**src/sv/bmav_pkg.sv**
```systemverilog
// ----------------------------------------------------------------------------
// bmav_pkg: shared definitions for the bracket-matched argument validator
// Token kind codes, reason codes, closer codes and the argument-list state.
// ----------------------------------------------------------------------------
package bmav_pkg;

  localparam int MaxNesting = 32;
  localparam int DepthW     = $clog2(MaxNesting + 1);
  localparam int IdxW       = $clog2(MaxNesting);

  // token kinds
  localparam logic [3:0] KindOther   = 4'd0;
  localparam logic [3:0] KindSpace   = 4'd1;
  localparam logic [3:0] KindEof     = 4'd2;
  localparam logic [3:0] KindComma   = 4'd3;
  localparam logic [3:0] KindSemi    = 4'd4;
  localparam logic [3:0] KindBang    = 4'd5;
  localparam logic [3:0] KindFunc    = 4'd6;
  localparam logic [3:0] KindLParen  = 4'd7;
  localparam logic [3:0] KindLSquare = 4'd8;
  localparam logic [3:0] KindLCurly  = 4'd9;
  localparam logic [3:0] KindRParen  = 4'd10;
  localparam logic [3:0] KindRSquare = 4'd11;
  localparam logic [3:0] KindRCurly  = 4'd12;

  // expected closers held on the stack
  localparam logic [1:0] ClParen  = 2'd0;
  localparam logic [1:0] ClSquare = 2'd1;
  localparam logic [1:0] ClCurly  = 2'd2;

  // verdict reasons
  localparam logic [2:0] RsnOk        = 3'd0;
  localparam logic [2:0] RsnUnmatched = 3'd1;
  localparam logic [2:0] RsnSemicolon = 3'd2;
  localparam logic [2:0] RsnBang      = 3'd3;
  localparam logic [2:0] RsnFewArgs   = 3'd4;
  localparam logic [2:0] RsnEmptyKey  = 3'd5;
  localparam logic [2:0] RsnMixed     = 3'd6;
  localparam logic [2:0] RsnTooDeep   = 3'd7;

  // item flag bits
  localparam int FlAny   = 0;
  localparam int FlBlock = 1;
  localparam int FlOther = 2;

  typedef struct packed {
    logic [DepthW-1:0] depth;
    logic              arg_many;   // a top-level comma was seen
    logic              key_blank;
    logic              mixed;
    logic [2:0]        flags;
  } list_state_t;

  localparam list_state_t StateReset = '{
    depth:     '0,
    arg_many:  1'b0,
    key_blank: 1'b1,
    mixed:     1'b0,
    flags:     3'b000
  };

  typedef struct packed {
    logic       emit;
    logic       ok;
    logic [2:0] reason;
  } verdict_t;

  typedef struct packed {
    logic       en;
    logic [1:0] code;
  } push_t;

endpackage

```
**src/sv/bmav_core.sv**
```systemverilog
// ----------------------------------------------------------------------------
// bmav_core: per-token grammar step
// Decodes one token against the current list state, gives the next state,
// the stack push and the verdict when the list ends or fails.
// ----------------------------------------------------------------------------
module bmav_core (
  input  logic [3:0]           kind_i,
  input  logic                 last_i,
  input  bmav_pkg::list_state_t st_i,
  input  logic [1:0]           top_i,      // closer on top of the stack
  input  logic [1:0]           bottom_i,   // closer at stack entry zero
  output bmav_pkg::list_state_t st_o,
  output bmav_pkg::push_t      push_o,
  output bmav_pkg::verdict_t   verdict_o
);

  logic [3:0]            k;
  logic                  lvl0;
  logic                  fail;
  logic [2:0]            fail_rsn;
  logic                  fin;
  logic [1:0]            code;
  bmav_pkg::list_state_t n;
  logic [2:0]            fin_flags;
  logic                  fin_key_blank;
  logic [1:0]            bottom_eff;

  always_comb begin
    k        = (kind_i > bmav_pkg::KindRCurly) ? bmav_pkg::KindOther : kind_i;
    lvl0     = (st_i.depth == '0);
    n        = st_i;
    fail     = 1'b0;
    fail_rsn = bmav_pkg::RsnOk;
    fin      = 1'b0;
    code     = 2'(k - bmav_pkg::KindRParen);
    push_o   = '{en: 1'b0, code: bmav_pkg::ClParen};

    if (k == bmav_pkg::KindEof) begin
      fin = 1'b1;
    end else if (k == bmav_pkg::KindSpace) begin
      fin = 1'b0;
    end else if (k >= bmav_pkg::KindRParen) begin
      if (lvl0) begin
        if (code == bmav_pkg::ClParen) begin
          fin = 1'b1;
        end else begin
          fail     = 1'b1;
          fail_rsn = bmav_pkg::RsnUnmatched;
        end
      end else if (top_i != code) begin
        fail     = 1'b1;
        fail_rsn = bmav_pkg::RsnUnmatched;
      end else begin
        n.depth = st_i.depth - 1'b1;
        if (n.depth == '0 && code == bmav_pkg::ClCurly) begin
          n.flags[bmav_pkg::FlBlock] = 1'b1;
        end
      end
    end else if (lvl0 && k == bmav_pkg::KindComma) begin
      if (!st_i.arg_many) begin
        n.key_blank = ~st_i.flags[bmav_pkg::FlAny];
      end
      n.mixed    = st_i.mixed |
                   (st_i.flags[bmav_pkg::FlBlock] & st_i.flags[bmav_pkg::FlOther]);
      n.arg_many = 1'b1;
      n.flags    = 3'b000;
    end else if (lvl0 && k == bmav_pkg::KindSemi) begin
      fail     = 1'b1;
      fail_rsn = bmav_pkg::RsnSemicolon;
    end else if (lvl0 && k == bmav_pkg::KindBang) begin
      fail     = 1'b1;
      fail_rsn = bmav_pkg::RsnBang;
    end else begin
      if (lvl0) begin
        n.flags[bmav_pkg::FlAny] = 1'b1;
        if (k != bmav_pkg::KindLCurly) begin
          n.flags[bmav_pkg::FlOther] = 1'b1;
        end
      end
      if (k >= bmav_pkg::KindFunc && k <= bmav_pkg::KindLCurly) begin
        if (st_i.depth >= bmav_pkg::DepthW'(bmav_pkg::MaxNesting)) begin
          fail     = 1'b1;
          fail_rsn = bmav_pkg::RsnTooDeep;
        end else begin
          push_o.en   = 1'b1;
          push_o.code = (k == bmav_pkg::KindLSquare) ? bmav_pkg::ClSquare :
                        (k == bmav_pkg::KindLCurly)  ? bmav_pkg::ClCurly  :
                                                       bmav_pkg::ClParen;
          n.depth     = st_i.depth + 1'b1;
        end
      end
    end

    if (!fail && last_i) begin
      fin = 1'b1;
    end

    // close-out evaluated on the state after this token
    bottom_eff = (push_o.en && lvl0) ? push_o.code : bottom_i;
    fin_flags  = n.flags;
    if (n.depth != '0 && bottom_eff == bmav_pkg::ClCurly) begin
      // an open top-level curly counts as an other token
      fin_flags[bmav_pkg::FlOther] = 1'b1;
    end
    fin_key_blank = n.arg_many ? n.key_blank : ~fin_flags[bmav_pkg::FlAny];

    verdict_o = '{emit: 1'b0, ok: 1'b0, reason: bmav_pkg::RsnOk};
    if (fail) begin
      verdict_o = '{emit: 1'b1, ok: 1'b0, reason: fail_rsn};
    end else if (fin) begin
      if (!n.arg_many) begin
        verdict_o = '{emit: 1'b1, ok: 1'b0, reason: bmav_pkg::RsnFewArgs};
      end else if (fin_key_blank) begin
        verdict_o = '{emit: 1'b1, ok: 1'b0, reason: bmav_pkg::RsnEmptyKey};
      end else if (n.mixed ||
                   (fin_flags[bmav_pkg::FlBlock] && fin_flags[bmav_pkg::FlOther])) begin
        verdict_o = '{emit: 1'b1, ok: 1'b0, reason: bmav_pkg::RsnMixed};
      end else begin
        verdict_o = '{emit: 1'b1, ok: 1'b1, reason: bmav_pkg::RsnOk};
      end
    end

    st_o = verdict_o.emit ? bmav_pkg::StateReset : n;
  end

endmodule

```
**src/sv/bracket_matched_argument_validator.sv**
```systemverilog
// ----------------------------------------------------------------------------
// bracket_matched_argument_validator: function argument list checker
// Checks the token stream after a function token for balanced brackets and
// the top-level argument grammar, one verdict per list.
// ----------------------------------------------------------------------------
// Usage:
//   Slave stream: one token per transaction, kind in s_axis_tdata[3:0],
//   s_axis_tlast marks the final token of the stream.
//   Master stream: one verdict per argument list, valid_res in bit 0 and
//   the reason code in bits 3:1 of m_axis_tdata.
//   Tokens that do not end or break the list give no transaction.
// Timing:
//   A token is taken into an input register, then decoded against the list
//   state in the next cycle; the state and the verdict register load at the
//   same edge, so a verdict passes the input and output registers. One token
//   per cycle while no verdict is held back by a stalled receiver: the state
//   update is a single decode plus one stack push or pop.
// Reset:
//   Clears the input and output stages and the list state; the closer stack
//   needs no clearing since only pushed entries are read.
// Stall:
//   A verdict held by a stalled receiver blocks only the next verdict-giving
//   token; other tokens keep flowing. Backpressure reaches s_axis_tready.
// ----------------------------------------------------------------------------
module bracket_matched_argument_validator (
  input  logic       clk_i,
  input  logic       rst_ni,
  input  logic       s_axis_tvalid,
  output logic       s_axis_tready,
  input  logic [7:0] s_axis_tdata,   // [3:0] kind, [7:4] zero
  input  logic       s_axis_tlast,   // last
  output logic       m_axis_tvalid,
  input  logic       m_axis_tready,
  output logic [7:0] m_axis_tdata    // [0] valid_res, [3:1] reason, [7:4] zero
);

  logic                  s1_valid_q;
  logic [3:0]            s1_kind_q;
  logic                  s1_last_q;
  bmav_pkg::list_state_t st_q;
  bmav_pkg::list_state_t st_d;
  logic [1:0]            stack_q [bmav_pkg::MaxNesting];
  logic [bmav_pkg::IdxW-1:0] top_idx;
  logic [bmav_pkg::IdxW-1:0] wr_idx;
  bmav_pkg::push_t       push;
  bmav_pkg::verdict_t    verdict;
  logic                  m_valid_q;
  logic                  m_ok_q;
  logic [2:0]            m_reason_q;
  logic                  out_free;
  logic                  fire;

  assign top_idx = bmav_pkg::IdxW'(st_q.depth - 1'b1);
  assign wr_idx  = bmav_pkg::IdxW'(st_q.depth);

  bmav_core u_core (
    .kind_i    (s1_kind_q),
    .last_i    (s1_last_q),
    .st_i      (st_q),
    .top_i     (stack_q[top_idx]),
    .bottom_i  (stack_q[0]),
    .st_o      (st_d),
    .push_o    (push),
    .verdict_o (verdict)
  );

  assign out_free      = !m_valid_q || m_axis_tready;
  assign fire          = s1_valid_q && (!verdict.emit || out_free);
  assign s_axis_tready = !s1_valid_q || fire;

  always_ff @(posedge clk_i or negedge rst_ni) begin
    if (!rst_ni) begin
      s1_valid_q <= 1'b0;
      m_valid_q  <= 1'b0;
      st_q       <= bmav_pkg::StateReset;
    end else begin
      if (s_axis_tready) begin
        s1_valid_q <= s_axis_tvalid;
      end
      if (fire) begin
        st_q <= st_d;
      end
      if (fire && verdict.emit) begin
        m_valid_q <= 1'b1;
      end else if (m_axis_tready) begin
        m_valid_q <= 1'b0;
      end
    end
  end

  always_ff @(posedge clk_i) begin
    if (s_axis_tready && s_axis_tvalid) begin
      s1_kind_q <= s_axis_tdata[3:0];
      s1_last_q <= s_axis_tlast;
    end
    if (fire && push.en) begin
      stack_q[wr_idx] <= push.code;
    end
    if (fire && verdict.emit) begin
      m_ok_q     <= verdict.ok;
      m_reason_q <= verdict.reason;
    end
  end

  assign m_axis_tvalid = m_valid_q;
  assign m_axis_tdata  = {4'b0000, m_reason_q, m_ok_q};

endmodule

```
**config.mk**
```make
export PLATFORM = sky130hd
export DESIGN_NAME = bracket_matched_argument_validator
export DESIGN_NICKNAME = d
export VERILOG_FILES = /design/src/sv/bmav_pkg.sv /design/src/sv/bmav_core.sv /design/src/sv/bracket_matched_argument_validator.sv
export SDC_FILE = /design/constraint.sdc
export NUM_CORES = 1
export LEC_CHECK = 0
export BUFFER_PORTS_ARGS = -buffer_cell sky130_fd_sc_hd__buf_2
export CAP_MARGIN = 20
export CORE_AREA = 2 2 96 98
export DETAILED_ROUTE_END_ITERATION = 8
export DIE_AREA = 0 0 98 100
export PLACE_DENSITY = 0.74
export SETUP_SLACK_MARGIN = 0.4
export SKIP_CTS_REPAIR_TIMING = 1
export SYNTH_ARGS = -nofsm -noshare
export SYNTH_HDL_FRONTEND = slang
export SYNTH_SLANG_ARGS = --single-unit
```
**constraint.sdc**
```tcl
create_clock -name clk_i -period 3.9 [get_ports clk_i]
set_input_delay 0.195 -clock clk_i [delete_from_list [all_inputs] [get_ports clk_i]]
set_output_delay 0.195 -clock clk_i [all_outputs]
set_load 0.02 [all_outputs]
```
== Word level (Yosys, flattened, before mapping) ==
Memory sizes are Yosys's and may differ from the RTL's.
Cells that the tools add are included.
W data, S select, Z words.

* $add $sub $neg: 3
* $lt $le $gt $ge: 5
* Equality and inequality tests: 11
* Muxes and demuxes: 80
* Bitwise operators: 6
* Reductions and logical operators: 27

{| class="wikitable"
|+ Operators with widths
! kind !! count
|-
| $mux W3 || 18
|-
| $mux W6 || 8
|-
| $mux W1 || 41
|-
| $mux W12 || 3
|-
| $mux W5 || 4
|-
| $logic_and A1 B1 Y1 || 13
|-
| $logic_not A6 Y1 || 2
|-
| $mux W4 || 3
|-
| $eq A4 B2 Y1 const B || 2
|-
| $eq A4 B3 Y1 const B || 2
|-
| $eq A4 B4 Y1 const B || 2
|-
| $add A6 B1 Y6 const B || 1
|-
| $ge A6 B6 Y1 const B || 1
|-
| $mux W2 || 3
|-
| $reduce_bool A6 Y1 || 1
|-
| $sub A6 B1 Y6 const B || 1
|-
| $eq A2 B2 Y1 const B || 2
|-
| $eq A4 B1 Y1 const B || 1
|-
| $ge A4 B3 Y1 const B || 1
|-
| $ge A4 B4 Y1 const B || 1
|-
| $gt A4 B4 Y1 const B || 1
|-
| $le A4 B4 Y1 const B || 1
|-
| $logic_not A1 Y1 || 4
|-
| $logic_or A1 B1 Y1 || 4
|-
| other kinds (9) || 12
|}

* Bits in registers: 23
* Bits in writable memories: 64
* Bits of input ports: 13
* Output and inout bits: 10
* Word-level logic and storage cells: 144
* Memories kept: 1

{| class="wikitable"
|+ Memories
! name !! depth !! width !! rd ports !! clocked after Yosys merged registers in !! wr ports !! RTL line !! source
|-
| stack_q || 32 || 2 || 2 || 0 || 1 || bracket_matched_argument_validator.sv:42 || <nowiki>logic [1:0] stack_q [bmav_pkg::MaxNesting];</nowiki>
|}

== Depth between registers and ports, before layout ==
* Word-level depth: 31
* Mapped depth: 18
* Mapped depth without buffers: 12

== Cells and area by module ==
From an unflattened synthesis, not the netlist that was laid out.

* Cell total of the unflattened synthesis: 425
* Area total of the unflattened synthesis: 4869.7 um2

{| class="wikitable"
|+ By module, submodules not included
! module !! instances !! cells an instance !! area each (um2) !! sequential area each (um2)
|-
| bracket_matched_argument_validator || 1 || 248 || 3769.9 || 2543.7
|-
| bmav_core || 1 || 177 || 1099.8 || 0.0
|}

== Worst setup path before layout ==
Ideal clock, no wire load.

* Path type: reg2reg
* Start point: register st_q[6] (netlist name)
* End point: register m_reason_q[2] (data pin)
* Setup time: 0.261 ns
* Arrival: 3.677 ns
* Required time: 3.639 ns
* Setup slack: -0.038 ns
* Cell stages (with the launch flop): 15
* Buffers on the path: 3
* Period minus slack after synthesis: 3.938 ns
* Cell sequence: dfrtp_1 buf_6 buf_6 inv_1 ha_1 buf_2 xor2_2 mux2_2 o2111ai_4 xor2_2 nand2_2 or3b_1 a221o_1 o311a_1 a221o_1

{| class="wikitable"
|+ RTL lines
! element !! RTL line !! source
|-
| start: declaration || bracket_matched_argument_validator.sv:40 || <nowiki>bmav_pkg::list_state_t st_q;</nowiki>
|-
| start signal: assignment || bracket_matched_argument_validator.sv:75 || <nowiki>st_q <= bmav_pkg::StateReset;</nowiki>
|-
| start signal: assignment || bracket_matched_argument_validator.sv:81 || <nowiki>st_q <= st_d;</nowiki>
|-
| end signal: assignment || bracket_matched_argument_validator.sv:101 || <nowiki>m_reason_q <= verdict.reason;</nowiki>
|-
| end: declaration || bracket_matched_argument_validator.sv:49 || <nowiki>logic [2:0] m_reason_q;</nowiki>
|}

==> impl_results.md <==
- Status: complete, no violations
- Critical Path Source Type: flip-flop
- Buf/Inv on CP: 1
- Post-synth top area share: 46.7%
- Async SR Flop Fraction: 16.1%
- Slowest stage delay, CP: approximately 0.50 ns
- Crit. End Element: flip-flop
- CTS tree: built
- Total number of yosys warnings: 0
- Most common cell in the netlist: edfxtp_1
- Post-Syn Instances: 394
- Post-DP HPWL: between 6 and 7 mm
- Clock latency on the worst-skew pair: 0.35 ns
- FILL cells: 665
- Die Wd: ~98 um
- Crit path max-delay family: compound AO/OA/AOI/OAI gates
- Max H-tree Level: 3
- Worst-margin pin slew: just over 0.8 ns
- # rows: 35
- Vias in the first global route: 3,188
- Max cap viols: 0
- Post-Route WL: 10.4 mm
- Cell leakage power: 0.00194 uW
- Most used cell, CP: a221o_1
- Pin count of the biggest net entering global routing: 33
- Core Footprint: 8890 um2
- Vias: 3,337
- Fin util: between 60% and 70%
- Synth Cell Area: between 4000 and 5000 um2
- CP cell instances: buf_12 -> or4b_1 -> o32a_1 -> and3_4 -> o2111ai_4 -> xor2_2 -> nand2_2 -> or3b_1 -> a221o_1 -> o311a_1 -> a221o_1
- Tcrit/Tclk final: 93.4%
- Hold/Removal Path Class: in -> reg
- Synthesis-stage register bit count: 87
- Io pins: 23
- # clock sinks: 87
- Max VDD drop: 0.272 mV
- EDFF count, synth: 73
- Synth area leader: edfxtp_1
- Slowest CP cell: dfrtp_2
- GRT Total Usage: a little over a fifth
- F_max: 0.274 GHz
- Minimum clock period: between 3 and 4 ns
- Slew Viols, Final: 0
- Netlist cell types: 73
- Syn_area_per_cell: 11.9 um2
- Seq/Total Area, Yosys: 54.1%
- Worst Path Required: 4.01 ns
- Stages on the worst setup path: 11
- DR iter-0 viols: 205
- Die Span Y: ~100 um
- Layout Area Growth over Synthesis: 15.7%
- Clock-pin slew on the worst setup and hold paths: 0.09 ns
- CTS Buffer Depth: 2
- Critical path type: reg -> reg
- # DRC: 0
- Pwr Total: 2760 uW
- Final #Nets: 441
- WP data arrival: 3.75 ns
- Final ANT Viol Nets: 0
- Gpl congestion: between 0.8 and 0.9
- Synth cell count leaders: edfxtp_1 (73), nor2_1 (53), nand2_1 (31)
- Layout cells sized above 1: 27.6%
- Area contributors post-synth: edfxtp_1 (47%), dfrtp_1 (6.9%), mux4_2 (5.8%)
- Global-route wire length before repair: roughly 16 mm
- Gr ovfl total: 0
- IO Port Bufs: 14
- Hold path depth: 1
- Final hold violation count: 0
- Diodes inserted: 0
- Die ar.: 9800 um2
- RSZ-0062 raised after global routing: true
- Slew margin rel.: 45.8%
- Pwr dens: 507 nW/um2
- Drt pass-1 iters: 6
- R2R cell count: 11
- Clock Skews: 0.00787 ns
- Via density: 6.19
- Initial core utilization: between 50 and 60%
- CP max FO: 11
- Antenna violations before repair: 0
- CTS Buf Count: 9
- Finish-stage setup viols: 0
- Setup TNS: 0 ns
- Ys flop type: edfxtp_1
- Placed cells: 512
- Finished Layout Cells: 539
- Avg WL per Cell: 19.2 um
- Root buffer cell: clkbuf_8
stage by stage:
| step | hold slack [ns] | instance area (um2) | setup slack (ns) |
|---|---|---|---|
| final | 0.0130 | 5440 | 0.256 |
| after global routing | 0.000938 | 5440 | 0.192 |
| after CTS | -0.288 | 5210 | 0.109 |
| after detailed placement | 0.0995 | 5010 | 0.132 |
| after global placement | 0.106 | 5010 | 0.201 |
| after floorplan | -0.101 | 4830 | 0.265 |
cell usage in the layout, fill, tap and decap left out, types with 4 or more instances in the layout:
cell      instances
mux4_1            4
edfxtp_1         73
a21oi_1          12
buf_2            14
nor2_2           13
nor3b_1           4
nand3b_1          6
inv_1             8
dfrtp_1          10
nand3_4           4
conb_1            4
nand2b_1          4
nand3_1           8
and2_1            4
o31ai_1           6
buf_4            25
o21ai_1           6
clkbuf_8          9
nor2_1           40
mux4_2           12
mux2i_1          12
o21ai_0          13
nand2_1          31
worst register-to-register path: stages, from the launching register on:
cell and delay (ns):
dfrtp_2 0.50, buf_12 0.18, or4b_1 0.51, o32a_1 0.19
and3_4 0.18, o2111ai_4 0.22, xor2_2 0.25, nand2_2 0.09
or3b_1 0.38, a221o_1 0.34, o311a_1 0.29, a221o_1 0.27
cell families after synthesis:
| logic type | Yosys count | share of synthesized area (%) |
|---|---|---|
| mux | 30 | 11.0 |
| fa+ha+maj | 5 | 1.33 |
| xor+xnor | 7 | 1.78 |
| flops | 87 | 54.1 |
| simple gates | 149 | 15.9 |
| buf+inv | 41 | 4.34 |
| other cells | 1 | 0.0798 |
| compound gates | 74 | 11.4 |
final cells by class:
cell class / instances / area [um2] / share of cell area (%)
Clock inverter: 7 / 71.3 / 1.31
Timing Repair Buffer: 45 / 348 / 6.40
Clock buffer: 9 / 124 / 2.28
Multi-Input combinational cell: 270 / 2160 / 39.8
Inverter: 10 / 45.0 / 0.829
Sequential cell: 87 / 2550 / 46.9
Tap cell: 111 / 139 / 2.55
report_power, final:
| part | internal (uW) | total (uW) | leakage [uW] | switching (uW) |
|---|---|---|---|---|
| clock network | 296 | 624 | 0.0000949 | 327 |
| registers | 1040 | 1080 | 0.000858 | 42.2 |
| logic | 476 | 1050 | 0.000988 | 574 |
| total | 1810 | 2760 | 0.00194 | 944 |
registers in the layout, summed over array words and instances, names as in the netlist:
name           count
m_ok_q             1
s1_kind_q          4
s1_last_q          1
s1_valid_q         1
stack_q           64
st_q              12
m_axis_tvalid      1
m_reason_q         3
routing by layer:
| metal | GRT usage, % | wire length, um |
|---|---|---|
| met2 | 35.2 | 5200 |
| met5 | 0 | 0 |
| met3 | 3.76 | 467 |
| met1 | 28.2 | 4360 |
| met4 | 9.08 | 337 |
path summary, 6_finish.rpt:
| kind | slack, ns | startpoint | endpoint |
|---|---|---|---|
| min in group asynchronous | 0.25 | rst_ni | m_axis_tvalid |
| setup reg to reg | 0.26 | st_q[6] | m_reason_q[2] |
| max in group asynchronous | 3.36 | rst_ni | st_q[4] |
| hold reg to reg | 0.50 | st_q[3] | st_q[3] |
| hold / removal | 0.01 | s_axis_tlast | s1_last_q |
| setup / recovery | 0.26 | st_q[6] | m_reason_q[2] |
Note: power is estimated with default switching activity, not from simulation.
